<file path="src/design/bvs_pkg.sv">
// bvs_pkg: shared types, constants and the channel scaling table for the
// bitplane video shifter. No dependencies.
package bvs_pkg;

  localparam int MEMORY_BYTES = 4194304;
  localparam int LINE_BYTES   = 160;
  localparam int VISIBLE_ROWS = 240;

  // highest line address whose full line still fits in memory
  localparam logic [23:0] ADDR_LIMIT = 24'(MEMORY_BYTES - LINE_BYTES);

  // configuration register indexes
  localparam logic CFG_RES_MODE   = 1'b0;
  localparam logic CFG_ROW_OFFSET = 1'b1;

  localparam logic [4:0] ROW_OFFSET_RST = 5'd20;

  // input kinds (tuser)
  localparam logic ACT_PALETTE = 1'b0;
  localparam logic ACT_DRAW    = 1'b1;

  typedef logic [11:0] color_t;

  // per-pixel position info from the serializer
  typedef struct packed {
    logic [9:0] x;
    logic [7:0] y;
    logic       last;
  } pix_ctl_t;

  // 3-bit channel to 8 bits, floor(36.428 * c)
  function automatic logic [7:0] chan_scale(input logic [2:0] c);
    logic [7:0] v;
    case (c)
      3'd0:    v = 8'd0;
      3'd1:    v = 8'd36;
      3'd2:    v = 8'd72;
      3'd3:    v = 8'd109;
      3'd4:    v = 8'd145;
      3'd5:    v = 8'd182;
      3'd6:    v = 8'd218;
      default: v = 8'd254;
    endcase
    return v;
  endfunction

endpackage

</file>
<file path="src/design/bitplane_video_shifter.sv">
// bitplane_video_shifter: top level. Input checks, configuration registers,
// output register. Uses bvs_pkg, bvs_palette and bvs_serializer.
//
// Usage:
//   in_*  : one word per item. tuser = 0 writes a palette entry, tuser = 1
//           draws one 16-pixel group from four (or two) plane words.
//   out_* : one word per pixel, leftmost first; tlast marks the 16th pixel.
//   cfg_* : register writes (0 resolution mode, 1 row offset), always ready.
//           Write only while no group is in flight.
// Flow: a taken draw word loads the pixel serializer, and each pixel then moves
// to the output register. A visible group occupies the serializer for its 16
// pixels, one palette lookup per cycle while the output is not stalled; the next
// word is taken in the cycle the 16th pixel moves to the output register.
// Palette writes and groups that fall outside the visible rows or the memory
// produce nothing.
// Reset (synchronous, rst_n low) clears the palette to zero, sets low
// resolution and a row offset of 20, and drops all pending pixels.
// When out_tready is low the output register holds its pixel and the
// serializer and input side stall behind it.
module bitplane_video_shifter (
  input  logic         clk,
  input  logic         rst_n,
  input  logic         in_tvalid,
  output logic         in_tready,
  // palette_index[3:0], palette_color[15:4], screen_row[24:16],
  // line_address[48:25], group_column[54:49], plane0_word[70:55],
  // plane1_word[86:71], plane2_word[102:87], plane3_word[118:103], pad[119]
  input  logic [119:0] in_tdata,
  // action[0]
  input  logic         in_tuser,
  output logic         out_tvalid,
  input  logic         out_tready,
  // pixel_x[9:0], pixel_y[17:10], red[25:18], green[33:26], blue[41:34],
  // pad[47:42]
  output logic [47:0]  out_tdata,
  output logic         out_tlast,
  input  logic         cfg_valid,
  output logic         cfg_ready,
  input  logic         cfg_index,
  input  logic [4:0]   cfg_data
);

  logic [3:0]  in_pal_idx;
  logic [11:0] in_color;
  logic [8:0]  in_row;
  logic [23:0] in_addr;
  logic [5:0]  in_col;
  logic [15:0] in_p0, in_p1, in_p2, in_p3;

  assign in_pal_idx = in_tdata[3:0];
  assign in_color   = in_tdata[15:4];
  assign in_row     = in_tdata[24:16];
  assign in_addr    = in_tdata[48:25];
  assign in_col     = in_tdata[54:49];
  assign in_p0      = in_tdata[70:55];
  assign in_p1      = in_tdata[86:71];
  assign in_p2      = in_tdata[102:87];
  assign in_p3      = in_tdata[118:103];

  // configuration
  logic       res_mode_r;
  logic [4:0] row_off_r;

  assign cfg_ready = 1'b1;

  always_ff @(posedge clk) begin
    if (!rst_n) begin
      res_mode_r <= 1'b0;
      row_off_r  <= bvs_pkg::ROW_OFFSET_RST;
    end else if (cfg_valid) begin
      unique case (cfg_index)
        bvs_pkg::CFG_RES_MODE:   res_mode_r <= cfg_data[0];
        bvs_pkg::CFG_ROW_OFFSET: row_off_r  <= cfg_data;
        default: ;
      endcase
    end
  end

  // visibility checks
  logic [9:0] shown_row;
  logic       row_ok, addr_ok;

  assign shown_row = {in_row[8], in_row} + {5'b0, row_off_r};
  assign row_ok    = !shown_row[9] && (shown_row[8:0] < 9'(bvs_pkg::VISIBLE_ROWS));
  assign addr_ok   = (in_addr <= bvs_pkg::ADDR_LIMIT);

  // handshake
  logic              busy;
  logic              advance;
  logic              take;
  logic              out_valid_r;
  logic [3:0]        pal_idx;
  bvs_pkg::pix_ctl_t ctl;
  logic [7:0]        red, green, blue;

  assign advance   = busy && (!out_valid_r || out_tready);
  assign in_tready = !busy || (advance && ctl.last);
  assign take      = in_tvalid && in_tready;

  bvs_palette u_palette (
    .clk      (clk),
    .rst_n    (rst_n),
    .wr_en    (take && (in_tuser == bvs_pkg::ACT_PALETTE)),
    .wr_idx   (in_pal_idx),
    .wr_color (in_color),
    .rd_idx   (pal_idx),
    .red      (red),
    .green    (green),
    .blue     (blue)
  );

  bvs_serializer u_serializer (
    .clk      (clk),
    .rst_n    (rst_n),
    .load     (take && (in_tuser == bvs_pkg::ACT_DRAW) && row_ok && addr_ok),
    .advance  (advance),
    .res_mode (res_mode_r),
    .column   (in_col),
    .row      (shown_row[7:0]),
    .plane0   (in_p0),
    .plane1   (in_p1),
    .plane2   (in_p2),
    .plane3   (in_p3),
    .busy     (busy),
    .pal_idx  (pal_idx),
    .ctl      (ctl)
  );

  // output register
  logic [47:0] out_data_r;
  logic        out_last_r;

  always_ff @(posedge clk) begin
    if (!rst_n) begin
      out_valid_r <= 1'b0;
    end else if (advance) begin
      out_valid_r <= 1'b1;
    end else if (out_tready) begin
      out_valid_r <= 1'b0;
    end
  end

  always_ff @(posedge clk) begin
    if (advance) begin
      out_data_r <= {6'b0, blue, green, red, ctl.y, ctl.x};
      out_last_r <= ctl.last;
    end
  end

  assign out_tvalid = out_valid_r;
  assign out_tdata  = out_data_r;
  assign out_tlast  = out_last_r;

endmodule

</file>
<file path="src/design/bvs_palette.sv">
// bvs_palette: 16-entry color palette with one write port and one read port,
// returning the read entry scaled to 8 bits per channel. Uses bvs_pkg.
module bvs_palette (
  input  logic                clk,
  input  logic                rst_n,
  input  logic                wr_en,
  input  logic [3:0]          wr_idx,
  input  bvs_pkg::color_t     wr_color,
  input  logic [3:0]          rd_idx,
  output logic [7:0]          red,
  output logic [7:0]          green,
  output logic [7:0]          blue
);

  bvs_pkg::color_t pal_r [16];
  bvs_pkg::color_t rd_color;

  always_ff @(posedge clk) begin
    if (!rst_n) begin
      for (int i = 0; i < 16; i++) begin
        pal_r[i] <= '0;
      end
    end else if (wr_en) begin
      pal_r[wr_idx] <= wr_color;
    end
  end

  assign rd_color = pal_r[rd_idx];
  assign red   = bvs_pkg::chan_scale(rd_color[10:8]);
  assign green = bvs_pkg::chan_scale(rd_color[6:4]);
  assign blue  = bvs_pkg::chan_scale(rd_color[2:0]);

endmodule

</file>
<file path="src/design/bvs_serializer.sv">
// bvs_serializer: holds one group's plane words and steps through its 16
// pixels, MSB first, giving the palette index and pixel position. Uses bvs_pkg.
module bvs_serializer (
  input  logic                clk,
  input  logic                rst_n,
  input  logic                load,
  input  logic                advance,
  input  logic                res_mode,
  input  logic [5:0]          column,
  input  logic [7:0]          row,
  input  logic [15:0]         plane0,
  input  logic [15:0]         plane1,
  input  logic [15:0]         plane2,
  input  logic [15:0]         plane3,
  output logic                busy,
  output logic [3:0]          pal_idx,
  output bvs_pkg::pix_ctl_t   ctl
);

  logic        busy_r, busy_nxt;
  logic [3:0]  cnt_r, cnt_nxt;
  logic [5:0]  col_r;
  logic [7:0]  row_r;
  logic [15:0] p0_r, p1_r, p2_r, p3_r;
  logic        last;

  assign last = (cnt_r == 4'hf);

  always_comb begin
    busy_nxt = busy_r;
    cnt_nxt  = cnt_r;
    if (advance) begin
      cnt_nxt = cnt_r + 4'd1;
      if (last) begin
        busy_nxt = 1'b0;
      end
    end
    if (load) begin
      busy_nxt = 1'b1;
      cnt_nxt  = '0;
    end
  end

  always_ff @(posedge clk) begin
    if (!rst_n) begin
      busy_r <= 1'b0;
      cnt_r  <= '0;
    end else begin
      busy_r <= busy_nxt;
      cnt_r  <= cnt_nxt;
    end
  end

  // plane words shift left so bit 15 is always the current pixel
  always_ff @(posedge clk) begin
    if (load) begin
      col_r <= column;
      row_r <= row;
      p0_r  <= plane0;
      p1_r  <= plane1;
      p2_r  <= plane2;
      p3_r  <= plane3;
    end else if (advance) begin
      p0_r <= {p0_r[14:0], 1'b0};
      p1_r <= {p1_r[14:0], 1'b0};
      p2_r <= {p2_r[14:0], 1'b0};
      p3_r <= {p3_r[14:0], 1'b0};
    end
  end

  // medium resolution uses only planes 0 and 1
  assign pal_idx = {p3_r[15] & ~res_mode, p2_r[15] & ~res_mode, p1_r[15], p0_r[15]};

  assign busy     = busy_r;
  assign ctl.x    = {col_r, cnt_r};
  assign ctl.y    = row_r;
  assign ctl.last = last;

endmodule
</file>
<file path="config.mk">
export PLATFORM = sky130hd
export DESIGN_NAME = bitplane_video_shifter
export DESIGN_NICKNAME = d
export VERILOG_FILES = /design/src/design/bvs_pkg.sv /design/src/design/bitplane_video_shifter.sv /design/src/design/bvs_palette.sv /design/src/design/bvs_serializer.sv
export SDC_FILE = /design/constraint.sdc
export NUM_CORES = 1
export LEC_CHECK = 0
export BUFFER_PORTS_ARGS = -buffer_cell sky130_fd_sc_hd__buf_2
export CORE_ASPECT_RATIO = 1.5
export CORE_MARGIN = 2
export CORE_UTILIZATION = 46
export DETAILED_ROUTE_END_ITERATION = 12
export GPL_TIMING_DRIVEN = 0
export PLACE_DENSITY = 0.78
export SETUP_SLACK_MARGIN = 0.05
export SYNTH_ARGS = -nofsm -noshare
export SYNTH_HDL_FRONTEND = slang
export SYNTH_HIERARCHICAL = 1
export SYNTH_SLANG_ARGS = --single-unit
</file>
<file path="constraint.sdc">
create_clock -name clk -period 3.79 [get_ports clk]
set_input_delay 0 -clock clk [delete_from_list [all_inputs] [get_ports clk]]
set_output_delay 0 -clock clk [all_outputs]
set_load 0.005 [all_outputs]
</file>
-- Word-level counts from Yosys, hierarchy flattened
Memory sizes are Yosys's and may differ from the RTL's.
Cells that the tools add are included.
- register bits: 133
- RAM bits: 192
- input port bits: 132
- word-level logic and storage cells: 90
- memories: 1
- memories (name ; words ; width ; read ports ; clocked after Yosys merged registers in ; write ports ; line ; source):
    u_palette.pal_r ; 16 ; 12 ; 1 ; 0 ; 16 ; bvs_palette.sv:15 ; bvs_pkg::color_t pal_r [16];
- $add $sub $neg: 2
- magnitude comparators: 2
- eq/ne operators: 19
- mux-type cells: 23
- bitwise gates (word level): 6
- reductions and logical operators: 24
- operators with widths (cell ; count):
    case mux 8 bit (7 select lines) ; 3
    two-way mux 16 bit ; 8
    equality test 3 bit, second input constant ; 9
    less-or-equal comparator 24 x 22 -> 1 bit, second input constant ; 1
    equality test 3 x 2 -> 1 bit, second input constant ; 6
    two-way mux 12 bit ; 1
    OR reduction 12 bit ; 1
    adder 9 x 6 -> 10 bit ; 1
    two-way mux 1 bit ; 10
    equality test 3 x 1 -> 1 bit, second input constant ; 3
    logical NOT 3 bit ; 3
    less-than comparator 9 x 8 -> 1 bit, second input constant ; 1
    logical AND 1 bit ; 8
    AND reduction 2 bit ; 3
    nonzero test 2 bit ; 3
    adder 4 x 1 -> 4 bit, second input constant ; 1
    equality test 4 bit, second input constant ; 1
    two-way mux 4 bit ; 1
    inverter 1 bit ; 4
    logical NOT 1 bit ; 3
    bitwise AND 1 bit ; 2
    logical OR 1 bit ; 2
    OR reduction 2 bit ; 1

-- Longest topological paths before layout
Gate-level depths: netlist of run 1.
- word-level depth: 12
- depth in mapped cells: 12
- gate-level depth less buffers: 11

-- Hierarchy
Netlist of run 1, hierarchy kept.
- modules (own cells, without submodules) (module ; times used ; cells each ; area an instance (sq um)):
    bvs_palette ; 1 ; 464 ; 6842.8
    bvs_serializer ; 1 ; 179 ; 3362.0
    bitplane_video_shifter ; 1 ; 128 ; 1964.4

-- Worst setup path after synthesis of run 1
No wires, ideal clock.
- path kind: reg2reg
- start: reg row_off_r[0]
- end: reg u_serializer.p0_r[0] (enable)
- library setup time: 394 ps
- data arrival time: 3673 ps
- slack: -277 ps
- cell stages (with the launch flop): 11
- period minus slack after synthesis: 4067 ps
- path through: dfxtp_1 > ha_1 > fa_1 > a211oi_1 > nor2_1 > and2_2 > o311a_1 > a211oi_2 > buf_6 > buf_2 > or2_2
- longest elaborated chain between the ends: 6
- elaborated cells on any way between the ends: 7
- those cells by class: add/sub: 1; order compare: 1; reduce/logical: 5
- RTL lines (item ; line ; source):
    start: declaration ; bitplane_video_shifter.sv:62 ; logic [4:0] row_off_r;
    start signal: assignment ; bitplane_video_shifter.sv:69 ; row_off_r <= bvs_pkg::ROW_OFFSET_RST;
    start signal: assignment ; bitplane_video_shifter.sv:73 ; bvs_pkg::CFG_ROW_OFFSET: row_off_r <= cfg_data;
    adder 9 x 6 -> 10 bit * ; bitplane_video_shifter.sv:83 ; assign shown_row = {in_row[8], in_row} + {5'b0, row_off_r};
    less-than comparator 9 x 8 -> 1 bit / logical NOT 1 bit (equally long branches) ; bitplane_video_shifter.sv:84 ; assign row_ok = !shown_row[9] && (shown_row[8:0] < 9'(bvs_pkg::VISIBLE_ROWS));
    logical AND 1 bit * ; bitplane_video_shifter.sv:84 ;
    logical AND 1 bit * (2 in series) ; bitplane_video_shifter.sv:115 ; .load (take && (in_tuser == bvs_pkg::ACT_DRAW) && row_ok && addr_ok),
    nonzero test 2 bit (no line) * ; n/a ;
    end signal: assignment ; bvs_serializer.sv:59 ; p0_r <= plane0;
    end signal: assignment ; bvs_serializer.sv:64 ; p0_r <= {p0_r[14:0], 1'b0};
    end: declaration ; bvs_serializer.sv:24 ; logic [15:0] p0_r, p1_r, p2_r, p3_r;
Mark *: on every way between the ends. The rest lies on a longest branch, timed or not.
A chain may end at the register's enable or synchronous reset.

==> run_summary.xml, run 1 <==
<?xml version="1.0" encoding="UTF-8"?>
<metrics>
  <group name="status">
    <metric name="status" unit="">completed</metric>
  </group>
  <group name="timing">
    <metric name="fin_worst_skew" unit="ps">8.19</metric>
    <metric name="period_share" unit="%">94.3</metric>
    <metric name="tightest_slew" unit="ps">1310</metric>
    <metric name="timing.final.setup_violations" unit="">0</metric>
    <metric name="max_clock_freq" unit="GHz">0.280</metric>
    <metric name="final.min_clock_period" unit="ps">3570</metric>
    <metric name="finalMaxSlewViolations" unit="">0</metric>
    <metric name="max_slew_margin" unit="%">11.9</metric>
    <metric name="final_hold_violations" unit="">0</metric>
    <metric name="post-route-worst-setup-slack" unit="ps">216</metric>
    <metric name="grt_setup_unrepaired" unit="">no</metric>
  </group>
  <group name="logic_synthesis">
    <metric name="yosys_warning_total" unit="">6</metric>
    <metric name="synth_flop_cell" unit="">edfxtp_1</metric>
    <metric name="synth-edff-count" unit="">265</metric>
    <metric name="synth.lib_cells_used.distinct" unit="">58</metric>
    <metric name="ys_seq_elements" unit="">277</metric>
    <metric name="syn_avg_cell_area" unit="sq um">15.8</metric>
    <metric name="synth-async-reset-ratio" unit="%">0</metric>
    <metric name="synthCells" unit="">771</metric>
    <metric name="mappedNetlistArea" unit="sq mm">0.0122</metric>
    <metric name="synth-seq-area-share" unit="%">67.4</metric>
  </group>
  <group name="place">
    <metric name="place_worst_setup_slack" unit="ps">-447</metric>
    <metric name="gp_congestion" unit="">0.917</metric>
    <metric name="io_buffer_count" unit="">172</metric>
    <metric name="dpl.hpwl" unit="um">19300</metric>
    <metric name="place_area" unit="sq mm">0.0135</metric>
  </group>
  <group name="worst_setup_path">
    <metric name="critical_path.endpoint_type" unit="">flip-flop</metric>
    <metric name="start_kind" unit="">flip-flop</metric>
    <metric name="reg2reg_from" unit="">u_serializer/cnt_r[0]$_SDFFE_PP0P_</metric>
    <metric name="worst_path_dominant_cell_family" unit="">simple AND/OR/NAND/NOR gates</metric>
    <metric name="crit_slowest_cell" unit="">nor3_2</metric>
    <metric name="crit_chain" unit="">ha_1, and3_1, buf_4, inv_2, o21ai_1, nand2_2, nor2_1, nand4b_1, nor3_2, nand2b_1</metric>
    <metric name="critical_path_arrival" unit="ps">3750</metric>
    <metric name="setup.worst_path.start" unit="">u_serializer/cnt_r[0]$_SDFFE_PP0P_</metric>
    <metric name="path_depth" unit="">10</metric>
    <metric name="worst-path-buf-inv" unit="">2</metric>
    <metric name="worstRegToRegCells" unit="">10</metric>
    <metric name="worst-setup-path-type" unit="">flip-flop to flip-flop</metric>
    <metric name="worst_endpoint_required_time" unit="ps">3960</metric>
    <metric name="worst-path-max-fanout" unit="">10</metric>
    <metric name="slowest_delay" unit="ps">620</metric>
    <metric name="worst-r2r-setup-slack" unit="ps">220</metric>
  </group>
  <group name="pwr">
    <metric name="internal-power" unit="mW">5.13</metric>
    <metric name="power_frac_seq" unit="%">53.6</metric>
    <metric name="share_clk_of_total_power" unit="%">37.9</metric>
    <metric name="power.switching_fraction" unit="%">21.7</metric>
    <metric name="ir_drop" unit="mV">0.357</metric>
    <metric name="reported_leakage_power" unit="nW">5.79</metric>
    <metric name="total_switching_power" unit="mW">1.42</metric>
    <metric name="power_density" unit="mW/mm^2">424</metric>
    <metric name="comb_power_share" unit="%">8.5</metric>
  </group>
  <group name="cts">
    <metric name="cts.htree.levels" unit="">1</metric>
    <metric name="root_cell_of_the_clock_tree" unit="">clkbuf_16</metric>
    <metric name="tritoncts_clock_tree" unit="">built</metric>
    <metric name="clk_path_buf_depth" unit="">3</metric>
    <metric name="cts_num_sinks" unit="">277</metric>
    <metric name="worstSkewPairLatency" unit="ps">540</metric>
    <metric name="path_clk_slew" unit="ps">70</metric>
    <metric name="numCtsBuffers" unit="">26</metric>
  </group>
  <group name="run">
    <metric name="max-cap-violations" unit="">0</metric>
  </group>
  <group name="route">
    <metric name="average_via_count_per_standard_cell" unit="">5.27</metric>
    <metric name="detail_route.wl_per_cell" unit="um">19.9</metric>
    <metric name="drt_pre_antenna_iters" unit="">5</metric>
    <metric name="detail_route.iter0.violations" unit="">422</metric>
    <metric name="final_antenna_net_count" unit="">0</metric>
    <metric name="wire_length_after_detailed_routing" unit="um">28700</metric>
    <metric name="detailroute.via_count" unit="">7609</metric>
    <metric name="route.detailed.drc" unit="">0</metric>
  </group>
  <group name="global_route">
    <metric name="wire_length_of_the_first_global_routing_pass" unit="um">44300</metric>
    <metric name="antenna_found_initial" unit="">2</metric>
    <metric name="first_global_vias" unit="">8127</metric>
    <metric name="globalRouteOverflowTotal" unit="">0</metric>
    <metric name="largest_net_degree_at_the_start_of_global_routing" unit="">33</metric>
    <metric name="global_route.usage.total" unit="%">21.2</metric>
  </group>
  <group name="die">
    <metric name="die_h" unit="um">203</metric>
    <metric name="std_cell_rows" unit="">72</metric>
    <metric name="initial_core_util" unit="%">46.9</metric>
    <metric name="chipWidth" unit="um">137</metric>
    <metric name="top_level_ports" unit="">184</metric>
    <metric name="dieArea" unit="sq mm">0.0278</metric>
    <metric name="placeableCoreArea" unit="sq mm">0.0259</metric>
  </group>
  <group name="final_layout">
    <metric name="final-seq-area" unit="sq mm">0.00820</metric>
    <metric name="area_growth" unit="%">27.0</metric>
    <metric name="multiInputGateArea" unit="sq mm">0.00366</metric>
    <metric name="finish.utilization" unit="%">59.6</metric>
    <metric name="stdcell_area" unit="sq mm">0.0155</metric>
    <metric name="layout-drive-gt1-share" unit="%">31.6</metric>
    <metric name="final_common_cell" unit="">edfxtp_1</metric>
    <metric name="nFillCells" unit="">1938</metric>
    <metric name="commonest_cells_after_routing_fill_and_taps_aside" unit="">edfxtp_1, buf_2, and2_1, dlygate4sd3_1, mux2_2</metric>
    <metric name="layout.nets" unit="">1228</metric>
  </group>
  <group name="hold_path">
    <metric name="min_path_type" unit="">primary input to flip-flop</metric>
    <metric name="min_path_cells" unit="">3</metric>
    <metric name="worst_hold_startpoint" unit="">in_tdata[0]</metric>
  </group>
</metrics>
[metrics by stage]
| step | instances | setup TNS [ps] | power, mW | hold WS, ps |
|---|---|---|---|---|
| floorplan | 776 | 0 | 3.83 | 71.8 |
| global placement | 1281 | -65690 | 4.01 | 179 |
| detailed placement | 1282 | -29340 | 4.03 | 178 |
| CTS | 1441 | 0 | 6.57 | 44.9 |
| global route | 1442 | 0 | 6.75 | 123 |
| finish | 1443 | 0 | 6.55 | 102 |
[cell families (layout without fill, tap and decap cells)]
group / count (synthesis) / count (layout) / synth area share [%]
DFF: 277 / 277 / 67.4
muxes: 116 / 116 / 12.9
AOI/OAI and AO/OA: 61 / 61 / 3.64
other: 2 / 9 / 0.0617
and+or+nand+nor: 245 / 246 / 11.7
xor gates and xnor gates: 7 / 7 / 0.504
adders and majority gates: 7 / 7 / 0.781
buffers and inverters: 56 / 387 / 3.08
[tightest hold or removal path, cell delays in order]
cell and delay [ps]:
buf_2 170, nor3_2 120, and2_1 170
[final timing paths]
path,endpoint
worst max-delay path,u_palette/pal_r[8][5]$_SDFFCE_PN0P_
worst max register to register,u_palette/pal_r[8][5]$_SDFFCE_PN0P_
worst min-delay path,u_palette/pal_r[4][2]$_SDFFCE_PN0P_
worst min register to register,out_tdata[6]$_DFFE_PP_
[state kept, by name, indices dropped and copies added (netlist names), 4 cells and up]
name,count
u_serializer/p2_r,16
u_serializer/p1_r,16
row_off_r,5
u_serializer/row_r,8
u_serializer/cnt_r,4
u_serializer/p3_r,16
u_palette/pal_r,144
u_serializer/p0_r,16
out_tdata,42
u_serializer/col_r,6
[metal layers]
layer / vias up / global-route usage, % / wire [um]
met5: - / 0 / 16
met4: 2 / 11.3 / 1550
met3: 72 / 3.16 / 1580
met2: 312 / 39.5 / 15700
met1: 3703 / 22.5 / 9880
li1: 3520 / - / -
[repair_timing]
action                                  CTS  global route
hold buffers                            110             0
cloned                                    1             0
resized for setup                         5             4
hold endpoints to repair                145             0
setup buffers                             1             0
endpoints found under the setup margin  101            36
pin swaps                                 1             0
[cells in the mapped netlist, drive strengths merged, types with 7 or more instances]
master	n	share of area [%]
edfxtp	265	65
and2	150	7.7
mux2	60	5.6
buf	39	2.6
mux2i	30	2.5
mux4	26	4.9
o21ai	22	0.94
nand2	21	0.67
nor2	21	0.65
nand3	14	0.58
a221oi	13	1.0
clkbuf	13	0.40
dfxtp	12	2.0
nor2b	8	0.41
nand2b	7	0.36
nand4	7	0.36
[cell type report]
type	count	area share, %
clock buffer	33	4.52
inverter	4	0.0971
antenna	2	0.0324
tap	333	2.70
sequential	277	53.0
multi-input combinational	444	23.7
timing repair buffer	284	12.9
clock inverter	14	0.680
buffer	52	2.33
[power by group through the flow]
stage | clock (mW) | combinational, mW | sequential, mW
floorplan | 0 | 0.268 | 3.57
global placement | 0 | 0.437 | 3.58
detailed placement | 0 | 0.451 | 3.58
CTS | 2.51 | 0.544 | 3.52
global route | 2.63 | 0.595 | 3.53
finish | 2.48 | 0.555 | 3.52
(Power assumes the default switching activity.)
==> run 2, diff against run 1 <==
CORE_MARGIN = 1.5   (was 2)
GPL_ROUTABILITY_DRIVEN = 0   (was default)
clock period = 2.9 ns   (was 3.79 ns; I/O delays follow)
==> run 2 against run 1 <==
The run now ends with negative setup slack left; combinational power up 50%; sequential share of layout area shrank 3.0 points; non-clock buffer count increased by 18; count of clock-buffer cells in the layout fell by 1; utilization is 3.8 points higher; maximum frequency rose by 20%; power is 38% higher; register-to-register slack worse by 290 ps; critical path type unchanged.
==> run_summary.xml, run 2 (same netlist as run 1, synthesis figures left out) <==
<?xml version="1.0" encoding="UTF-8"?>
<metrics>
  <group name="final_layout">
    <metric name="layout.nets" unit="">1252</metric>
    <metric name="largest_register_ffs" unit="">144</metric>
    <metric name="layout-drive-gt1-share" unit="%">36.7</metric>
    <metric name="stdcell_area" unit="sq mm">0.0164</metric>
    <metric name="final_common_cell" unit="">edfxtp_1</metric>
    <metric name="commonest_cells_after_routing_fill_and_taps_aside" unit="">edfxtp_1, buf_2, and2_1, dlygate4sd3_1, mux2_4</metric>
    <metric name="largest_register" unit="">u_palette/pal_r</metric>
    <metric name="area_growth" unit="%">34.6</metric>
    <metric name="nFillCells" unit="">1746</metric>
  </group>
  <group name="die">
    <metric name="top_level_ports" unit="">184</metric>
    <metric name="initial_core_util" unit="%">47.1</metric>
    <metric name="dieArea" unit="sq mm">0.0275</metric>
    <metric name="chipWidth" unit="um">136</metric>
    <metric name="placeableCoreArea" unit="sq mm">0.0259</metric>
    <metric name="std_cell_rows" unit="">72</metric>
    <metric name="die_h" unit="um">202</metric>
  </group>
  <group name="place">
    <metric name="io_buffer_count" unit="">172</metric>
    <metric name="place_area" unit="sq mm">0.0136</metric>
    <metric name="place_worst_setup_slack" unit="ps">-1010</metric>
    <metric name="dpl.hpwl" unit="um">19900</metric>
  </group>
  <group name="cts">
    <metric name="tritoncts_clock_tree" unit="">built</metric>
    <metric name="root_cell_of_the_clock_tree" unit="">clkbuf_16</metric>
    <metric name="clk_path_buf_depth" unit="">3</metric>
    <metric name="numCtsBuffers" unit="">26</metric>
    <metric name="worstSkewPairLatency" unit="ps">540</metric>
    <metric name="cts_num_sinks" unit="">277</metric>
    <metric name="path_clk_slew" unit="ps">70</metric>
    <metric name="cts.htree.levels" unit="">1</metric>
  </group>
  <group name="timing">
    <metric name="tightest_slew" unit="ps">1110</metric>
    <metric name="final_hold_violations" unit="">0</metric>
    <metric name="max_slew_margin" unit="%">26.3</metric>
    <metric name="timing.final.setup_violations" unit="">50</metric>
    <metric name="finalMaxSlewViolations" unit="">0</metric>
    <metric name="final.min_clock_period" unit="ps">2970</metric>
    <metric name="post-route-worst-setup-slack" unit="ps">-72.7</metric>
    <metric name="max_clock_freq" unit="GHz">0.336</metric>
    <metric name="grt_setup_unrepaired" unit="">yes</metric>
    <metric name="finalHoldWorstSlack" unit="ps">12.6</metric>
    <metric name="period_share" unit="%">103</metric>
    <metric name="fin_worst_skew" unit="ps">12.4</metric>
  </group>
  <group name="global_route">
    <metric name="largest_net_degree_at_the_start_of_global_routing" unit="">37</metric>
    <metric name="wire_length_of_the_first_global_routing_pass" unit="um">47600</metric>
    <metric name="antenna_found_initial" unit="">3</metric>
    <metric name="globalRouteOverflowTotal" unit="">0</metric>
    <metric name="global_route.usage.total" unit="%">23.2</metric>
    <metric name="first_global_vias" unit="">8582</metric>
  </group>
  <group name="route">
    <metric name="detail_route.iter0.violations" unit="">321</metric>
    <metric name="drt_pre_antenna_iters" unit="">4</metric>
    <metric name="met2WireLength" unit="um">17900</metric>
    <metric name="top_signal_layer_used" unit="">met5</metric>
    <metric name="detail_route.wl_per_cell" unit="um">21.9</metric>
    <metric name="detailroute.wirelength.met3" unit="um">1870</metric>
    <metric name="final_antenna_net_count" unit="">0</metric>
    <metric name="detailroute.via_count" unit="">7911</metric>
    <metric name="average_via_count_per_standard_cell" unit="">5.40</metric>
    <metric name="wire_length_after_detailed_routing" unit="um">32000</metric>
    <metric name="detail_route.wirelength.met1" unit="um">10600</metric>
    <metric name="route.detailed.drc" unit="">0</metric>
  </group>
  <group name="hold_path">
    <metric name="min_path_type" unit="">primary input to flip-flop</metric>
  </group>
  <group name="worst_setup_path">
    <metric name="critical_path.endpoint_type" unit="">flip-flop</metric>
    <metric name="worst-setup-path-type" unit="">flip-flop to flip-flop</metric>
    <metric name="start_kind" unit="">flip-flop</metric>
    <metric name="critical_path_arrival" unit="ps">3260</metric>
    <metric name="crit_slowest_cell" unit="">fa_2</metric>
    <metric name="slowest_delay" unit="ps">350</metric>
    <metric name="worst_path_dominant_cell_family" unit="">compound AO/OA/AOI/OAI gates</metric>
    <metric name="worst-path-buf-inv" unit="">3</metric>
    <metric name="worst-path-max-fanout" unit="">6</metric>
    <metric name="worst_endpoint_required_time" unit="ps">3180</metric>
    <metric name="crit_chain" unit="">ha_4, fa_2, a211oi_2, nor2_2, and2_4, o311a_4, a211oi_4, buf_6, buf_12, clkbuf_16, mux2_4</metric>
  </group>
  <group name="pwr">
    <metric name="ir_drop" unit="mV">0.564</metric>
    <metric name="reported_leakage_power" unit="nW">6.24</metric>
    <metric name="power_density" unit="mW/mm^2">551</metric>
    <metric name="report.power.total" unit="mW">9.03</metric>
  </group>
  <group name="status">
    <metric name="failed_checks" unit="">negative setup slack</metric>
    <metric name="status" unit="">complete, but fails checks</metric>
  </group>
  <group name="run">
    <metric name="max-cap-violations" unit="">0</metric>
  </group>
</metrics>
[run 2: changes by cell type in the layout (fill, tap and decap cells not counted), moves of 5 or more]
cell,change
mux2_2,-55
mux2_4,+55
buf_4,+14
buf_12,+10
nor2_1,-8
o21ai_1,-7
o21ai_4,+7
buf_2,-6
o21ai_0,-6
o21ai_2,+6
or2_4,+6
dlygate4sd3_1,-5
nor2_2,+5
[run 2: final timing paths]
path | from | endpoint | slack, ps | cells past startpoint
max | row_off_r[0]$_SDFFE_PN0P_ | u_serializer/p1_r[2]$_DFFE_PP_ | -70 | 11
min | in_tdata[18] | u_serializer/row_r[2]$_DFFE_PP_ | 10 | 3
max reg2reg | row_off_r[0]$_SDFFE_PN0P_ | u_serializer/p1_r[2]$_DFFE_PP_ | -70 | 11
min reg2reg | u_serializer/row_r[6]$_DFFE_PP_ | out_tdata[16]$_DFFE_PP_ | 420 | 0
[run 2: layout make-up]
cell class,instances,area [sq um],share of cell area [%]
diodes,1,2.50,0.0153
plain buffers,50,432,2.63
clock buffers,32,694,4.24
clock inverters,14,200,1.22
inverters,4,18.8,0.115
multi-input cells,450,4150,25.3
flip-flops and latches,277,8200,50.0
well taps,333,417,2.54
repair buffers,304,2270,13.9
[run 2: timing repair]
action,CTS,global route
pin swaps,12,4
endpoints found under the setup margin,362,338
endpoints found under the hold margin,142,0
resized for setup,113,33
buffers inserted,18,4
cloned,10,2
hold buffers,105,0
[run 2: where the power goes]
part,switching (mW),internal (mW),total [mW]
clock,1.46,2.14,3.60
sequential,0.0513,4.55,4.60
combinational,0.413,0.421,0.834
[run 2: worst min-delay path: cells and delay by family]
kind	cells	cell delay, ps
adder cells (fa/ha/maj)	1	200
buffers and inverters	1	90
XOR/XNOR	1	90
[run 2: per-stage QoR]
step                      util [%]  setup TNS [ps]  std cells
after CTS                     62.7           -6380       1460
after floorplan                  -          -40330        776
final                         63.4           -1590       1465
after global routing          63.4           -6910       1465
after global placement        52.3         -168370       1281
after detailed placement      52.4         -191470       1282
[run 2: metal layers]
metal,track usage [%],vias to the layer above
met5,0,-
li1,-,3581
met1,22.9,3887
met3,3.94,104
met2,44.7,335
met4,12.6,4
